[src/cti_pkg.sv]
// Shared types, field widths and default sizes for the complex table interpolator.
package cti_pkg;

   localparam int MATERIALS_DEF = 16;
   localparam int POINTS_DEF    = 64;
   localparam int FRAC_BITS_DEF = 16;

   localparam int MAT_FIELD_W = 4;
   localparam int IDX_FIELD_W = 6;
   localparam int LENGTH_W    = 32;
   localparam int VALUE_W     = 32;
   localparam int MCOUNT_W    = 5;

   typedef enum logic {
      REQ_LOAD  = 1'b0,
      REQ_QUERY = 1'b1
   } req_kind_type;

   typedef enum logic [1:0] {
      STATUS_LOAD_DONE = 2'd0,
      STATUS_INTERP    = 2'd1,
      STATUS_ABSENT    = 2'd2,
      STATUS_OUTSIDE   = 2'd3
   } status_type;

   typedef enum logic [3:0] {
      S_IDLE,
      S_SCAN,
      S_PREP,
      S_DIV,
      S_RE_ISSUE,
      S_RE_WAIT,
      S_IM_ISSUE,
      S_IM_WAIT,
      S_RESP
   } state_type;

   typedef struct packed {
      logic [LENGTH_W-1:0]       len;
      logic signed [VALUE_W-1:0] re;
      logic signed [VALUE_W-1:0] im;
   } entry_type;

   localparam int ENTRY_W = $bits(entry_type);

endpackage

[src/cti_lerp.sv]
// Three-stage lerp unit: difference, multiply by fraction, floor shift and add.
module cti_lerp #(
   parameter int FRAC_BITS = cti_pkg::FRAC_BITS_DEF
) (
   input  logic                               clock,
   input  logic                               reset,
   input  logic                               start,
   input  logic signed [cti_pkg::VALUE_W-1:0] v0,
   input  logic signed [cti_pkg::VALUE_W-1:0] v1,
   input  logic [FRAC_BITS:0]                 frac,
   output logic                               out_valid,
   output logic signed [cti_pkg::VALUE_W-1:0] result
);

   localparam int VW = cti_pkg::VALUE_W;
   localparam int DW = VW + 1;
   localparam int PW = DW + FRAC_BITS + 2;

   logic signed [DW-1:0]  d1_ff, d1_in;
   logic [FRAC_BITS:0]    f1_ff;
   logic signed [VW-1:0]  v01_ff;
   logic signed [PW-1:0]  p2_ff, p2_in;
   logic signed [VW-1:0]  v02_ff;
   logic signed [PW-1:0]  sum;
   logic signed [VW-1:0]  res_ff;
   logic [2:0]            vld_ff, vld_in;

   assign d1_in  = DW'(v1) - DW'(v0);
   assign p2_in  = d1_ff * $signed({1'b0, f1_ff});
   assign sum    = (p2_ff >>> FRAC_BITS) + PW'(v02_ff);
   assign vld_in = {vld_ff[1:0], start};

   always_ff @(posedge clock) begin
      if (reset) begin
         vld_ff <= '0;
      end else begin
         vld_ff <= vld_in;
      end
      d1_ff  <= d1_in;
      f1_ff  <= frac;
      v01_ff <= v0;
      p2_ff  <= p2_in;
      v02_ff <= v01_ff;
      res_ff <= sum[VW-1:0];
   end

   assign out_valid = vld_ff[2];
   assign result    = res_ff;

endmodule

[config.mk]
export PLATFORM = sky130hd
export DESIGN_NAME = cti_lerp
export DESIGN_NICKNAME = d
export VERILOG_FILES = /design/src/cti_pkg.sv /design/src/cti_lerp.sv
export SDC_FILE = /design/constraint.sdc
export NUM_CORES = 2
export LEC_CHECK = 0
export ABC_AREA = 1
export BUFFER_PORTS_ARGS = -buffer_cell sky130_fd_sc_hd__buf_2
export CAP_MARGIN = 10
export CORE_MARGIN = 5
export CORE_UTILIZATION = 50
export CTS_BUF_LIST = sky130_fd_sc_hd__clkbuf_16
export CTS_CLUSTER_SIZE = 10
export DETAILED_ROUTE_END_ITERATION = 10
export HOLD_SLACK_MARGIN = 0.02
export PLACE_DENSITY_LB_ADDON = 0.3
export SYNTH_ARGS = -nofsm -noshare
export SYNTH_HDL_FRONTEND = slang
export SYNTH_SLANG_ARGS = --single-unit
[constraint.sdc]
create_clock -name clock -period 12.6 [get_ports clock]
set_clock_uncertainty 0.1 [all_clocks]
set_input_delay 2.52 -clock clock [delete_from_list [all_inputs] [get_ports clock]]
set_output_delay 2.52 -clock clock [all_outputs]
set_load 0.005 [all_outputs]
Yosys cells after proc, flatten, opt, wreduce, memory -nomap -nowiden:

Index checks and enable logic that the tools add are counted.

* bits in registers: 197
* latch bits: 0
* RAM bits: 0
* memory bits (read-only): 0
* input bits: 84
* output and inout bits: 33
* logic and storage cells: 10
* memories kept: 0

* $add $sub $neg: 2
* multipliers: 1
* divide/modulo/power cells: 0
* order comparisons: 0
* eq/ne operators: 0
* shift operators: 0
* muxes and demuxes: 0
* bitwise operators: 0
* reduce and logical (&&, ||, !) cells: 0

Operator list (number)
* $mul A33 B18 Y48: 1
* $sub A32 B32 Y33: 1
* $add A32 B32 Y32: 1

Longest topological paths before layout:

* depth in word-level cells: 1
* gate-level depth with buffers: 29
* gate-level depth less buffers: 27

Worst setup path after synthesis:

OpenSTA, ideal clock, no wires.

* kind: flip-flop to flip-flop
* start point: register d1_ff[32]
* end point: register p2_ff[47]
* setup time: 0.113 ns
* data arrival time: 5.443 ns
* data required time: 12.387 ns
* slack: 6.943 ns
* stages on the path, launching flop included: 23
* path buffers: 2
* period minus slack after synthesis: 5.657 ns
* cells stage by stage: dfxtp_1 -> clkbuf_1 -> clkbuf_1 -> nand2_1 -> fa_1 -> inv_1 -> fa_1 -> inv_1 -> fa_1 -> fa_1 -> fa_1 -> fa_1 -> inv_1 -> ha_1 -> nand2_1 -> inv_1 -> nand2_1 -> nor3b_2 -> nand3_1 -> nor2_1 -> nor2_1 -> nand3_1 -> nand2_1

* word-level cells in the longest chain between the ends: 1

Ends and longest elaborated chain
* from (decl): line cti_lerp.sv:19 `logic signed [DW-1:0] d1_ff, d1_in;`
* from (signal assigned): line cti_lerp.sv:39 `d1_ff <= d1_in;`
* $mul A33 B18 Y48: line cti_lerp.sv:29 `assign p2_in = d1_ff * $signed({1'b0, f1_ff});`
* named net p2_in[47]: line cti_lerp.sv:22 `logic signed [PW-1:0] p2_ff, p2_in;`
* to (signal assigned): line cti_lerp.sv:42 `p2_ff <= p2_in;`
* to (decl): line cti_lerp.sv:22

The timed path passes the listed nets, and every way through them passes these cells.
A chain may end at the register's enable or synchronous reset.

Final worst setup path:

* start point: register f1_ff[10]
* end point: register p2_ff[39]

* word-level cells in the longest chain between the ends: 1

Ends and longest elaborated chain
* from (decl): line cti_lerp.sv:20 `logic [FRAC_BITS:0] f1_ff;`
* from (signal assigned): line cti_lerp.sv:40 `f1_ff <= frac;`
* $mul A33 B18 Y48: line cti_lerp.sv:29
* named net p2_in[39]: line cti_lerp.sv:22

The timed path passes the listed nets, and every way through them passes these cells.

==> qor_table.md <==
| Result | Value |
|:---|:---|
| First DRT Iteration DRCs | 1,788 |
| Classification of the worst setup path | flop to flop |
| Via-to-Cell Ratio | 4.980 |
| TritonCTS clock tree | yes |
| Post-synthesis async set-or-reset flop share | 0% |
| CP Launch Type | flop |
| Peak Freq | 151.7 MHz |
| YS warnings | 0 |
| Netlist Area Pre-Place | 28,290 sq um |
| Period minus WS final | 6593 ps |
| Number of buffers on the longest clock path | 2 |
| Tcrit/Tclk final | 52.32% |
| Hold path startpoint | v01_ff[8] |
| Number of failing setup endpoints in the final timing report | 0 |
| Tightest Pin Transition | 1126 ps |
| Routed via count | 22,950 |
| Global route total overflow | 0 |
| Worst min path class | flop to flop |
| Pin count of the biggest net entering global routing | 34 |
| Initial core utilization | 50.36% |
| Reg-to-reg startpoint | f1_ff[10] |
| Final std cells w/o fill | 4,608 |
| Core region area | 56,170 sq um |
| Clock tree root driver cell | sky130_fd_sc_hd__clkbuf_16 |
| Placement row count | 87 |
| Mean cell area of the mapped netlist | 7.417 sq um |
| Flops & latches, synth | 181 |
| Biggest cell delay along the critical path | 810 ps |
| Total routed wirelength | 79.59 mm |
| Pins Over Slew Limit | 0 |
| Total half-perimeter wirelength after legalization and detailed placement | 64.05 mm |
| Most frequent CP cell | sky130_fd_sc_hd__fa_1 |
| Slowest stage cell on the critical path | sky130_fd_sc_hd__dfxtp_1 |
| Post-CTS setup buffer count | 0 |
| Fraction of layout cells with a size suffix above 1 | 5.375% |
| CTS Buf Count | 17 |
| Req. time, crit path | 12,890 ps |
| RSZ-0062 raised after global routing | false |
| Final total negative setup slack | 0 ps |
| Final Wtd Congestion | 0.9955 |
| Run status | complete, no violations |
| Combined global-route utilization of all metal layers | 26.82% |
| Clock sinks | 181 |
| Number of iterations in the first detailed-routing pass | 5 |
| Count of unique library cells instantiated by Yosys | 41 |
| I/O Buffers | 116 |
| Number of hold violations in the final report | 0 |
| Final net count | 4,611 |
| Fraction of the yosys area taken by sequential cells | 12.81% |
| Worst-Skew Late Latency | 510 ps |
| Area added between synthesis and finish | 6.369% |
| Via count of the first global-routing pass | 23,280 |
| Wirelength per Cell | 17.27 um |
| Clock Pin Slew Worst Setup and Hold Paths | 100 ps |
| Die outline height | 247.9 um |
| Arr. time, crit path | 6890 ps |
| Number of top-level pins | 117 |
| Endpoint kind of the worst setup timing path | flop |
| Predominant post-synthesis flop cell | sky130_fd_sc_hd__dfxtp_1 |
| Number of cells produced by synthesis | 3,814 |
| Die Outline Area | 61,430 sq um |
| Net Count, Synth | 4,587 |
| Max-slew headroom at the worst pin | 24.82% |
| Number of buffers added to fix hold violations after cts | 0 |
| Chain of cells forming the critical path | buf_4 > nand2_1 > fa_1 > inv_1 > fa_1 > fa_1 > fa_1 > fa_1 > inv_1 > fa_1 > inv_1 > ha_1 > nand2_1 > nor2_1 > nand2_2 > nor3_1 > nand3_1 > nand4_1 > nand2_1 |
| Startpoint of the worst setup timing path | f1_ff[10] |
| First-pass GRT wire length | 127.3 mm |
| Initial antenna violation count | 0 |
| H-Tree Depth | 4 |
| Max-cap check violation count | 0 |
| Resized cells post-CTS | 0 |
| Horizontal die dimension | 247.9 um |
| Placed insts | 4,575 |
| Detail Route Antenna Nets | 0 |
| DRC violation count after routing | 0 |
| Critical path peak fanout | 19 |
| Number of enable-type register cells in the synthesized netlist | 0 |
==> Yosys cell counts, drive strengths merged, types with 18 or more instances <==
cell type	count	area, sq um
xor2	52	455.4
nand4	18	112.6
nand2	1052	3964
clkbuf	129	484.2
inv	1151	4320
ha	173	2165
fa	516	10330
nor2	165	661.9
o21ai	62	329.1
dfxtp	181	3623
o21bai	21	157.7
a21oi	111	559.3
nand3	96	495.5
==> cells by family after synthesis <==
group | after synthesis | share of synthesized area (%)
flops | 181 | 12.81
simple gates | 1371 | 19.46
buf+inv | 1283 | 17.03
xor+xnor | 63 | 1.951
compound gates | 227 | 4.587
fa+ha+maj | 689 | 44.17
==> per-stage QoR <==
step	hold slack, ps	setup slack, ps	area (sq um)	utilization (%)
floorplan	209.6	6944	28290	-
finish	229.3	6007	30090	53.57
global placement	209.8	6264	29480	52.48
global route	232.7	5816	30090	53.57
CTS	229.6	6103	30090	53.57
detailed placement	212.1	6158	29480	52.48
==> worst paths after layout <==
kind	end	slack (ps)	cells after the start
max	p2_ff[39]	6010	19
min reg2reg	v02_ff[8]	230	0
max reg2reg	p2_ff[39]	6010	19
min	v02_ff[8]	230	0
==> routing by layer <==
metal	GRT usage (%)	wire [um]	vias up
met5	0	0	-
met4	8.045	2231	0
met3	3.565	5248	139
met2	44.24	37430	812
met1	37.18	34690	11130
li1	-	-	10870
==> sequential cells by signal, summed over array words and instances (netlist names) <==
name	count
d1_ff	33
result	32
v01_ff	32
vld_ff	3
f1_ff	17
p2_ff	32
v02_ff	32
==> layout by cell type, fill, tap and decap left out, types with 3 or more instances in the layout <==
| cell | n |
|---|---|
| sky130_fd_sc_hd__clkbuf_16 | 17 |
| sky130_fd_sc_hd__nor2_2 | 5 |
| sky130_fd_sc_hd__buf_4 | 20 |
| sky130_fd_sc_hd__ha_1 | 173 |
| sky130_fd_sc_hd__and3_1 | 4 |
| sky130_fd_sc_hd__a21o_1 | 14 |
| sky130_fd_sc_hd__nor3b_2 | 3 |
| sky130_fd_sc_hd__o21ai_0 | 52 |
| sky130_fd_sc_hd__nor3_1 | 15 |
| sky130_fd_sc_hd__dfxtp_2 | 5 |
| sky130_fd_sc_hd__fa_1 | 516 |
| sky130_fd_sc_hd__o211ai_1 | 4 |
| sky130_fd_sc_hd__a21oi_1 | 110 |
| sky130_fd_sc_hd__nor4_1 | 4 |
| sky130_fd_sc_hd__buf_2 | 116 |
| sky130_fd_sc_hd__inv_6 | 4 |
| sky130_fd_sc_hd__nand2_1 | 1046 |
| sky130_fd_sc_hd__nor2_1 | 156 |
| sky130_fd_sc_hd__nand3_1 | 93 |
| sky130_fd_sc_hd__nand3b_1 | 8 |
| sky130_fd_sc_hd__o21ai_2 | 5 |
| sky130_fd_sc_hd__nand3_2 | 3 |
| sky130_fd_sc_hd__inv_1 | 1146 |
| sky130_fd_sc_hd__o21bai_1 | 21 |
| sky130_fd_sc_hd__nand4_1 | 18 |
| sky130_fd_sc_hd__o21ai_1 | 5 |
| sky130_fd_sc_hd__xor2_1 | 52 |
| sky130_fd_sc_hd__nand2_2 | 6 |
| sky130_fd_sc_hd__nor2_4 | 4 |
| sky130_fd_sc_hd__clkinv_8 | 7 |
| sky130_fd_sc_hd__a21boi_0 | 9 |
| sky130_fd_sc_hd__inv_2 | 5 |
| sky130_fd_sc_hd__xnor2_1 | 11 |
| sky130_fd_sc_hd__dfxtp_1 | 176 |
==> layout make-up <==
cell class | instances | area [sq um]
fillers | 5488 | 26080
multi-input cells | 2350 | 19850
inverters | 1152 | 4324
flip-flops and latches | 181 | 3630
well taps | 756 | 945.9
repair buffers | 136 | 730.7
clock buffers | 17 | 425.4
clock inverters | 15 | 183.9
diodes | 1 | 2.502
==> worst max-delay path, delay by kind of cell (launching register included) <==
family	cells	cell delay, ps
adders and majority gates	7	3520
buffers and inverters	4	580
DFF	1	810
and+or+nand+nor	8	1430
Power is not shown: default switching activity piles up to over one toggle a cycle in this logic, so the estimate is an artifact.
