### src/cti_pkg.sv
// Shared types, field widths and default sizes for the complex table interpolator.
package cti_pkg;

   localparam int MATERIALS_DEF = 16;
   localparam int POINTS_DEF    = 64;
   localparam int FRAC_BITS_DEF = 16;

   localparam int MAT_FIELD_W = 4;
   localparam int IDX_FIELD_W = 6;
   localparam int LENGTH_W    = 32;
   localparam int VALUE_W     = 32;
   localparam int MCOUNT_W    = 5;

   typedef enum logic {
      REQ_LOAD  = 1'b0,
      REQ_QUERY = 1'b1
   } req_kind_type;

   typedef enum logic [1:0] {
      STATUS_LOAD_DONE = 2'd0,
      STATUS_INTERP    = 2'd1,
      STATUS_ABSENT    = 2'd2,
      STATUS_OUTSIDE   = 2'd3
   } status_type;

   typedef enum logic [3:0] {
      S_IDLE,
      S_SCAN,
      S_PREP,
      S_DIV,
      S_RE_ISSUE,
      S_RE_WAIT,
      S_IM_ISSUE,
      S_IM_WAIT,
      S_RESP
   } state_type;

   typedef struct packed {
      logic [LENGTH_W-1:0]       len;
      logic signed [VALUE_W-1:0] re;
      logic signed [VALUE_W-1:0] im;
   } entry_type;

   localparam int ENTRY_W = $bits(entry_type);

endpackage

### src/cti_frac_div.sv
// Restoring divider producing the segment fraction one quotient bit per cycle.
module cti_frac_div #(
   parameter int FRAC_BITS = cti_pkg::FRAC_BITS_DEF
) (
   input  logic                          clock,
   input  logic                          reset,
   input  logic                          start,
   input  logic [cti_pkg::LENGTH_W-1:0]  num,
   input  logic [cti_pkg::LENGTH_W-1:0]  den,
   output logic                          done,
   output logic [FRAC_BITS:0]            quot
);

   localparam int RW     = cti_pkg::LENGTH_W + 1;
   localparam int DCNT_W = $clog2(FRAC_BITS + 1);

   logic [RW-1:0]        rem_ff, rem_in;
   logic [RW-1:0]        den_ff, den_in;
   logic [FRAC_BITS:0]   q_ff, q_in;
   logic [DCNT_W-1:0]    cnt_ff, cnt_in;
   logic                 busy_ff, busy_in;
   logic                 done_ff, done_in;
   logic                 ge;
   logic [RW-1:0]        diff;
   logic                 last;

   assign ge   = rem_ff >= den_ff;
   assign diff = rem_ff - den_ff;
   assign last = cnt_ff == DCNT_W'(FRAC_BITS);

   always_comb begin
      rem_in  = rem_ff;
      den_in  = den_ff;
      q_in    = q_ff;
      cnt_in  = cnt_ff;
      busy_in = busy_ff;
      done_in = 1'b0;
      if (start) begin
         rem_in  = {1'b0, num};
         den_in  = {1'b0, den};
         q_in    = '0;
         cnt_in  = '0;
         busy_in = den != '0;
         done_in = den == '0;
      end else if (busy_ff) begin
         rem_in = {(ge ? diff[RW-2:0] : rem_ff[RW-2:0]), 1'b0};
         q_in   = {q_ff[FRAC_BITS-1:0], ge};
         cnt_in = cnt_ff + 1'b1;
         if (last) begin
            busy_in = 1'b0;
            done_in = 1'b1;
         end
      end
   end

   always_ff @(posedge clock) begin
      if (reset) begin
         busy_ff <= 1'b0;
         done_ff <= 1'b0;
      end else begin
         busy_ff <= busy_in;
         done_ff <= done_in;
      end
      rem_ff <= rem_in;
      den_ff <= den_in;
      q_ff   <= q_in;
      cnt_ff <= cnt_in;
   end

   assign done = done_ff;
   assign quot = q_ff;

endmodule

### config.mk
export PLATFORM = sky130hd
export DESIGN_NAME = cti_frac_div
export DESIGN_NICKNAME = d
export VERILOG_FILES = /design/src/cti_pkg.sv /design/src/cti_frac_div.sv
export SDC_FILE = /design/constraint.sdc
export NUM_CORES = 1
export LEC_CHECK = 0
export BUFFER_PORTS_ARGS = -buffer_cell sky130_fd_sc_hd__buf_2
export CAP_MARGIN = 20
export CORE_MARGIN = 4
export CORE_UTILIZATION = 35
export DETAILED_ROUTE_END_ITERATION = 12
export GPL_TIMING_DRIVEN = 0
export HOLD_SLACK_MARGIN = 0.15
export MAX_ROUTING_LAYER = met4
export SLEW_MARGIN = 25
export SYNTH_ARGS = -nofsm -noshare
export SYNTH_HDL_FRONTEND = slang
export SYNTH_SLANG_ARGS = --single-unit
### constraint.sdc
create_clock -name clock -period 3.5 [get_ports clock]
set_input_delay 0.525 -clock clock [delete_from_list [all_inputs] [get_ports clock]]
set_output_delay 0.525 -clock clock [all_outputs]
set_load 0.02 [all_outputs]
### Yosys cells after proc, flatten, opt, wreduce, memory -nomap -nowiden

Index checks and enable logic that the tools add are counted.

| storage, ports and cells | value |
|---|---|
| input bits | 67 |
| output and inout bits | 18 |
| logic and storage cells | 23 |
| bits in registers | 89 |

| operators by class | value |
|---|---|
| eq/ne operators | 1 |
| reduce and logical (&&, ||, !) cells | 3 |
| $add $sub $neg | 2 |
| order comparisons | 1 |
| mux-type cells | 9 |

Operators with widths:

| cell | count |
|---|---|
| 32-bit two-way mux | 3 |
| 33-bit by 32-bit >= comparator with 1-bit output | 1 |
| 32-bit zero test | 1 |
| 32-bit nonzero test | 1 |
| 32-bit subtractor | 1 |
| 1-bit two-way mux | 6 |
| 5-bit by 1-bit adder with 5-bit output, second input constant | 1 |
| 5-bit == test, second input constant | 1 |
| 2-bit nonzero test | 1 |

### Longest topological paths before layout

Gate-level depths: netlist of the first run.

| logic depth | value |
|---|---|
| depth after elaboration | 4 |
| mapped depth | 14 |
| depth with buffers taken out | 13 |

### Worst setup path after synthesis of the first run

OpenSTA, ideal clock, no wires.

| path | value |
|---|---|
| path type | flip-flop to flip-flop |
| from | register rem_ff[0] |
| to | register rem_ff[25], data pin |
| arrival | 2.668 ns |
| setup slack | 0.572 ns |
| buffers on the path | 0 |
| data required time | 3.239 ns |
| cell stages (with the launch flop) | 14 |
| library setup time | 0.261 ns |
| clock period less this slack | 2.928 ns |
| cells stage by stage | edfxtp_1 inv_1 ha_1 inv_1 fa_1 a21o_1 a221oi_1 o31a_1 a21oi_1 nor2b_1 nor2_1 o21bai_1 xor2_1 a221o_1 |

| on the way | value |
|---|---|
| cells in the longest elaborated chain, start to end | 4 |
| elaborated cells between the ends (all ways) | 5 |
| those cells by class | add/sub (1); order compare (1); mux (3) |

Ends and longest elaborated chain:

| element | line | text |
|---|---|---|
| start: declaration | cti_frac_div.sv:17 | `logic [RW-1:0] rem_ff, rem_in;` |
| start signal: assignment | cti_frac_div.sv:64 | `rem_ff <= rem_in;` |
| 32-bit subtractor / 33-bit by 32-bit >= comparator with 1-bit output (equally long branches) | cti_frac_div.sv:28, cti_frac_div.sv:27 |  |
| 32-bit two-way mux (*) | cti_frac_div.sv:46 | `rem_in = {(ge ? diff[RW-2:0] : rem_ff[RW-2:0]), 1'b0};` |
| 32-bit two-way mux (*) | cti_frac_div.sv:45 | `end else if (busy_ff) begin` |
| 32-bit two-way mux (*) | cti_frac_div.sv:38 | `if (start) begin` |
| named net rem_in[25] | cti_frac_div.sv:17 |  |

The timed path passes the listed nets; every way through them passes the cells marked *. The select of a mux whose other input is x is not followed.
A chain may end at the register's enable or synchronous reset.

### Worst setup path in the final report of the first run

| path | value |
|---|---|
| from | register rem_ff[9] |
| to | register rem_ff[25], data pin |

The elaborated chain is that of the path after synthesis.

==> results.json, run 1 <==
{
  "finalHoldViolations": 0,
  "synth.most_common_cell": "edfxtp_1",
  "final_area_mm2": 0.00635,
  "status": "finished clean",
  "setup_viol": 0,
  "start_util_pct": 35.6,
  "drc_errors": 0,
  "cts_tree": "done",
  "synth_edf_count": 64,
  "via_count": 4325,
  "cp-end-kind": "flop",
  "crit_arrival_ps": 3420,
  "final_cells": 822,
  "core_mm2": 0.0151,
  "htree_levels": 3,
  "share_seq_of_total_power_pct": 34.9,
  "critPathKind": "flop to flop",
  "power_frac_clock_pct": 22.5,
  "dp_slack_ps": 97.8,
  "swShare_pct": 37.4,
  "cts_sinks": 89,
  "fp.dieW_um": 132,
  "yosys.area.top_type_share_pct": 35.8,
  "cp.required_ps": 3600,
  "numPortBuffers": 84,
  "switchingPower_mw": 1.50,
  "drv_cap": 0,
  "area_growth_pct": 18.3,
  "final_util_pct": 42.1,
  "ys_seq_area_share_pct": 45.1,
  "die-area_mm2": 0.0174,
  "hp-class": "input port to flop",
  "fin_ws_ps": 187,
  "insertion_delay_ps": 350,
  "drtIter0Drc": 228,
  "synth_area_leaders": "edfxtp_1 36%, dfxtp_1 9.3%, ha_1 7.9%",
  "leakage_nw": 2.73,
  "intPower_mw": 2.52,
  "nets": 731,
  "period_share_pct": 94.7,
  "synth_nets": 633,
  "wl_um": 14600,
  "period_needed_ps": 3310,
  "fillers": 1521,
  "routedWlPerCell_um": 17.7,
  "ys_warn_count": 0,
  "critPathMaxFanout": 10,
  "diodes": 0,
  "path_clk_slew_ps": 70,
  "critPathLaunchType": "flop",
  "worstMarginPinSlew_ps": 912,
  "power.share.combinational_pct": 42.6,
  "viasPerCell": 5.26,
  "synth_common_cells": "64 x edfxtp_1, 43 x nand2_1, 40 x inv_1",
  "relSlewSlack_pct": 39.2,
  "dp_cells": 803,
  "grt_usage_pct": 17.6,
  "rows": 45,
  "boundaryPins": 85,
  "cts_root_buf": "clkbuf_16",
  "skew_ps": 10.1,
  "synthArstFlopShare_pct": 0,
  "antenna_found_initial": 0,
  "multiInputGateArea_mm2": 0.00271,
  "first_global_vias": 4487,
  "vdd_drop_max_uv": 337,
  "gp_congestion": 0.918,
  "yosysTopAreaCell": "edfxtp_1",
  "clock_path_buffers": 2,
  "power_per_cell_area_mw_per_mm2": 633,
  "synth_seq_cells": 89,
  "register_area_mm2": 0.00242,
  "drive_above_1_share_pct": 18.3,
  "drv_slew": 0,
  "syn_inst": 531,
  "drtPass1Iterations": 4,
  "drtAntennaViolNets": 0,
  "hpwl_um": 11000,
  "fmax_mhz": 302,
  "syn_area_per_cell_um2": 10.1,
  "syn-cell-area_mm2": 0.00537,
  "grt.overflow.total": 0,
  "grt_pass1_wl_um": 23500,
  "finalSetupTns_ps": 0,
  "grt_max_degree": 38,
  "dpl_cell_area_mm2": 0.00602,
  "ys.flop_type": "edfxtp_1",
  "numCtsBuffers": 9,
  "synth_cell_types": 56,
  "die_y_um": 132,
  "ctsHoldBuffers": 0
}
-- per-layer routing --
metal,up-vias,GRT usage (%),wire [um]
met3,13,4.24,685
met4,0,5.72,208
met2,87,28.3,6930
li1,2157,-,-
met1,2068,21.9,6770
met5,-,-,0
-- state kept, by name (all words and copies together) (netlist names) --
signal	cells
busy_ff	1
cnt_ff	5
den_ff	32
done	1
quot	17
rem_ff	33
-- kinds of logic after synthesis --
group / synth area share (%)
compound gates: 16.6
buf+inv: 4.94
mux: 4.50
simple gates: 15.0
flops: 45.1
xor+xnor: 5.55
fa+ha+maj: 8.30
-- layout by cell type, fill, tap and decap left out, drive strengths merged, types with 3 or more instances in the layout --
cell type	Yosys	final
nor3	9	9
inv	40	41
nand2b	6	6
a211oi	3	3
edfxtp	64	64
ha	34	34
o211ai	4	4
a221o	5	5
o21bai	3	3
nand2	43	43
clkbuf	14	26
nand3b	19	19
a21oi	31	31
nor2	39	39
nand4	8	8
o21ai	16	16
nor4	8	8
xnor2	12	12
a21o	19	19
a31oi	6	6
buf	11	96
xor2	22	22
o31ai	3	3
clkinvlp	0	3
nor2b	8	8
mux2i	23	23
clkinv	1	3
a211o	3	3
nand3	6	6
o311ai	19	19
dfxtp	25	25
-- critical path, cell delays in order (launching register included) --
cell	delay (ps)
edfxtp_1	410
ha_1	410
and3_1	230
a221o_1	310
a31oi_2	220
nand4_1	230
a31oi_4	290
o21ai_2	130
a31oi_4	230
buf_6	180
nor2_1	80
a221o_1	330
-- worst paths after layout --
kind         depth (start not counted)               startpoint                      end  slack (ps)
max                                 11      rem_ff[9]$_DFFE_PP_     rem_ff[25]$_DFFE_PP_         190
min                                  2                    reset          done$_SDFF_PP0_         360
max reg2reg                         11      rem_ff[9]$_DFFE_PP_     rem_ff[25]$_DFFE_PP_         190
min reg2reg                          2  rem_ff[32]$_SDFFE_PP0P_  rem_ff[32]$_SDFFE_PP0P_         490
-- layout make-up --
class | count | area share [%]
buffer | 25 | 1.83
timing repair buffer | 87 | 6.97
tap | 188 | 3.70
clock inverter | 6 | 0.690
clock buffer | 10 | 3.61
inverter | 41 | 2.42
sequential | 89 | 38.1
multi-input combinational | 376 | 42.6
-- power by group through the flow --
stage                     logic, mW  clock network (mW)  registers (mW)
after floorplan                1.25                   0            1.40
after global placement         1.62                   0            1.42
after detailed placement       1.65                   0            1.43
after CTS                      1.66               0.933            1.41
after global routing           1.90               0.971            1.42
final                          1.71               0.905            1.41
-- metrics by stage --
step / hold slack, ps / total power [mW]
3_3_place_gp: 466 / 3.05
2_1_floorplan: 441 / 2.65
6_report: 358 / 4.02
4_1_cts: 335 / 4.00
5_1_grt: 340 / 4.29
3_5_place_dp: 486 / 3.07
-- timing repair --
action	in CTS	in global routing
gates resized for setup	0	6
setup endpoints to repair	0	27
buffers inserted	0	3
(Power assumes the default switching activity.)
==> inputs of run 2 (changes only) <==
--- a/config.mk
+++ b/config.mk
@@ -5,15 +5,16 @@
 export SDC_FILE = /design/constraint.sdc
 export NUM_CORES = 1
 export LEC_CHECK = 0
-export BUFFER_PORTS_ARGS = -buffer_cell sky130_fd_sc_hd__buf_2
 export CAP_MARGIN = 20
 export CORE_MARGIN = 4
 export CORE_UTILIZATION = 35
 export DETAILED_ROUTE_END_ITERATION = 12
+export DONT_BUFFER_PORTS = 1
 export GPL_TIMING_DRIVEN = 0
 export HOLD_SLACK_MARGIN = 0.15
 export MAX_ROUTING_LAYER = met4
-export SLEW_MARGIN = 25
+export PLACE_DENSITY = 0.52
+export SLEW_MARGIN = 20
 export SYNTH_ARGS = -nofsm -noshare
 export SYNTH_HDL_FRONTEND = slang
 export SYNTH_SLANG_ARGS = --single-unit
==> run 2 against run 1 <==
Against the previous run:
- count of clock-buffer cells in the layout up 2
- worst setup slack worse by 8.1 ps
- clock power up 9.1%
- die area unchanged
- combinational power down 4%
==> results.json, run 2 (synthesis results as in run 1) <==
{
  "intPower_mw": 2.56,
  "numPortBuffers": 0,
  "routedWlPerCell_um": 19.6,
  "crit_arrival_ps": 3430,
  "totalPowerFinal_mw": 4.05,
  "setup_viol": 0,
  "wl_um": 14500,
  "dp_cells": 719,
  "relSlewSlack_pct": 48.7,
  "ctsHoldBuffers": 0,
  "cts_tree": "done",
  "drc_errors": 0,
  "start_util_pct": 35.6,
  "numCtsBuffers": 9,
  "period_share_pct": 94.9,
  "cts_root_buf": "clkbuf_16",
  "final_cell_mix": "64 x edfxtp_1, 43 x nand2_1, 39 x inv_1, 39 x nor2_1, 34 x ha_1",
  "viasPerCell": 5.47,
  "switchingPower_mw": 1.49,
  "hp-class": "input port to flop",
  "period_needed_ps": 3320,
  "dp_slack_ps": 78.5,
  "top_register": "rem_ff",
  "largest_register_ffs": 33,
  "antenna_found_initial": 1,
  "grt.overflow.total": 0,
  "drtPass1Iterations": 4,
  "drtAntennaViolNets": 0,
  "htree_levels": 3,
  "die_y_um": 132,
  "vdd_drop_max_uv": 247,
  "skew_ps": 9.57,
  "crit_start": "rem_ff[18]$_DFFE_PP_",
  "boundaryPins": 85,
  "cp-end-kind": "flop",
  "fin_ws_ps": 179,
  "crit_chain": "ha_1, buf_2, a21o_1, a21o_1, a211oi_2, nand4_1, a31oi_4, o21ai_2, a31oi_4, buf_6, nor2_1, a221o_1",
  "grt_usage_pct": 17.3,
  "clock_path_buffers": 2,
  "r2r_slack_ps": 180,
  "leakage_nw": 2.40,
  "share_seq_of_total_power_pct": 34.8,
  "drv_slew": 0,
  "insertion_delay_ps": 350,
  "die-area_mm2": 0.0174,
  "cp.required_ps": 3600,
  "reg2regPathDepth": 12,
  "reg2reg_to": "rem_ff[25]$_DFFE_PP_",
  "core_mm2": 0.0151,
  "critPathKind": "flop to flop",
  "status": "finished clean",
  "final_cells": 739,
  "critPathMaxFanout": 10,
  "finalSetupTns_ps": 0,
  "grt_max_degree": 38,
  "drive_above_1_share_pct": 6.00,
  "area_growth_pct": 11.0,
  "fmax_mhz": 301,
  "critPathLaunchType": "flop",
  "final_util_pct": 39.5,
  "drv_cap": 0,
  "final_area_mm2": 0.00596,
  "path_clk_slew_ps": 70,
  "whs_path_depth": 1,
  "grt_pass1_wl_um": 23000,
  "dpl_cell_area_mm2": 0.00560,
  "max_stage_delay_ps": 420,
  "fp.dieW_um": 132,
  "finalHoldViolations": 0,
  "power_per_cell_area_mw_per_mm2": 680,
  "power.share.combinational_pct": 40.8,
  "gp_congestion": 0.895,
  "first_global_vias": 4191,
  "rows": 45,
  "crit_path_top_delay_cell": "edfxtp_1",
  "swShare_pct": 36.8,
  "nets": 647,
  "drtIter0Drc": 205,
  "via_count": 4042,
  "reg2reg_from": "rem_ff[18]$_DFFE_PP_",
  "crit_end": "rem_ff[25]$_DFFE_PP_",
  "whs_ps": 239,
  "hpwl_um": 10800,
  "worstMarginPinSlew_ps": 768,
  "power_frac_clock_pct": 24.4,
  "layout_commonest_cell": "edfxtp_1",
  "cts_sinks": 89
}
-- run 2: cell count changes in the layout (fill, tap and decap cells not counted) --
cell	delta
inv_6	+1
inv_4	+1
clkinv_1	-1
buf_2	-84
clkbuf_4	-1
clkbuf_16	+1
diode_2	+1
clkinvlp_4	-3
buf_4	+1
clkbuf_8	+1
-- run 2: area by class of cell --
| type | instances | area [um2] |
|---|---|---|
| multi-input combinational | 376 | 2710 |
| sequential | 89 | 2420 |
| tap | 188 | 235 |
| timing repair buffer | 3 | 22.5 |
| clock buffer | 12 | 268 |
| inverter | 41 | 154 |
| antenna | 1 | 2.50 |
| clock inverter | 4 | 32.5 |
| buffer | 25 | 116 |
| fill | 1518 | 9130 |
-- run 2: how the worst min path moves through the flow --
stage | startpoint | endpoint | slack, ps
6_report | reset | done$_SDFF_PP0_ | 240
5_1_grt | reset | done$_SDFF_PP0_ | 230
4_1_cts | reset | done$_SDFF_PP0_ | 230
3_5_place_dp | rem_ff[32]$_SDFFE_PP0P_ | rem_ff[32]$_SDFFE_PP0P_ | 470
3_3_place_gp | rem_ff[32]$_SDFFE_PP0P_ | rem_ff[32]$_SDFFE_PP0P_ | 470
2_1_floorplan | rem_ff[32]$_SDFFE_PP0P_ | rem_ff[32]$_SDFFE_PP0P_ | 440
-- run 2: power groups by stage --
stage          clock network (mW)  registers [mW]  logic [mW]
6_report                    0.987            1.41        1.65
5_1_grt                      1.05            1.43        1.84
4_1_cts                      1.01            1.41        1.60
3_5_place_dp                    0            1.43        1.59
3_3_place_gp                    0            1.43        1.57
2_1_floorplan                   0            1.40        1.25
-- run 2: routing by layer --
layer	wire length, um	track usage [%]
met2	6650	26.4
met4	333	6.71
met1	6530	22.2
met3	958	4.62
met5	0	-
-- run 2: what timing repair did --
| item | 4_1_cts | 5_1_grt |
|---|---|---|
| setup endpoints to repair | 0 | 32 |
| hold endpoints to repair | 0 | 0 |
| buffers inserted | 0 | 3 |
| gates resized for setup | 0 | 7 |
-- run 2: worst max-delay path, delay by kind of cell (launching register included) --
kind,cells,cell delay (ps)
AOI/OAI and AO/OA,7,1690
DFF,1,420
buffers and inverters,2,350
adders and majority gates,1,310
and+or+nand+nor,2,300
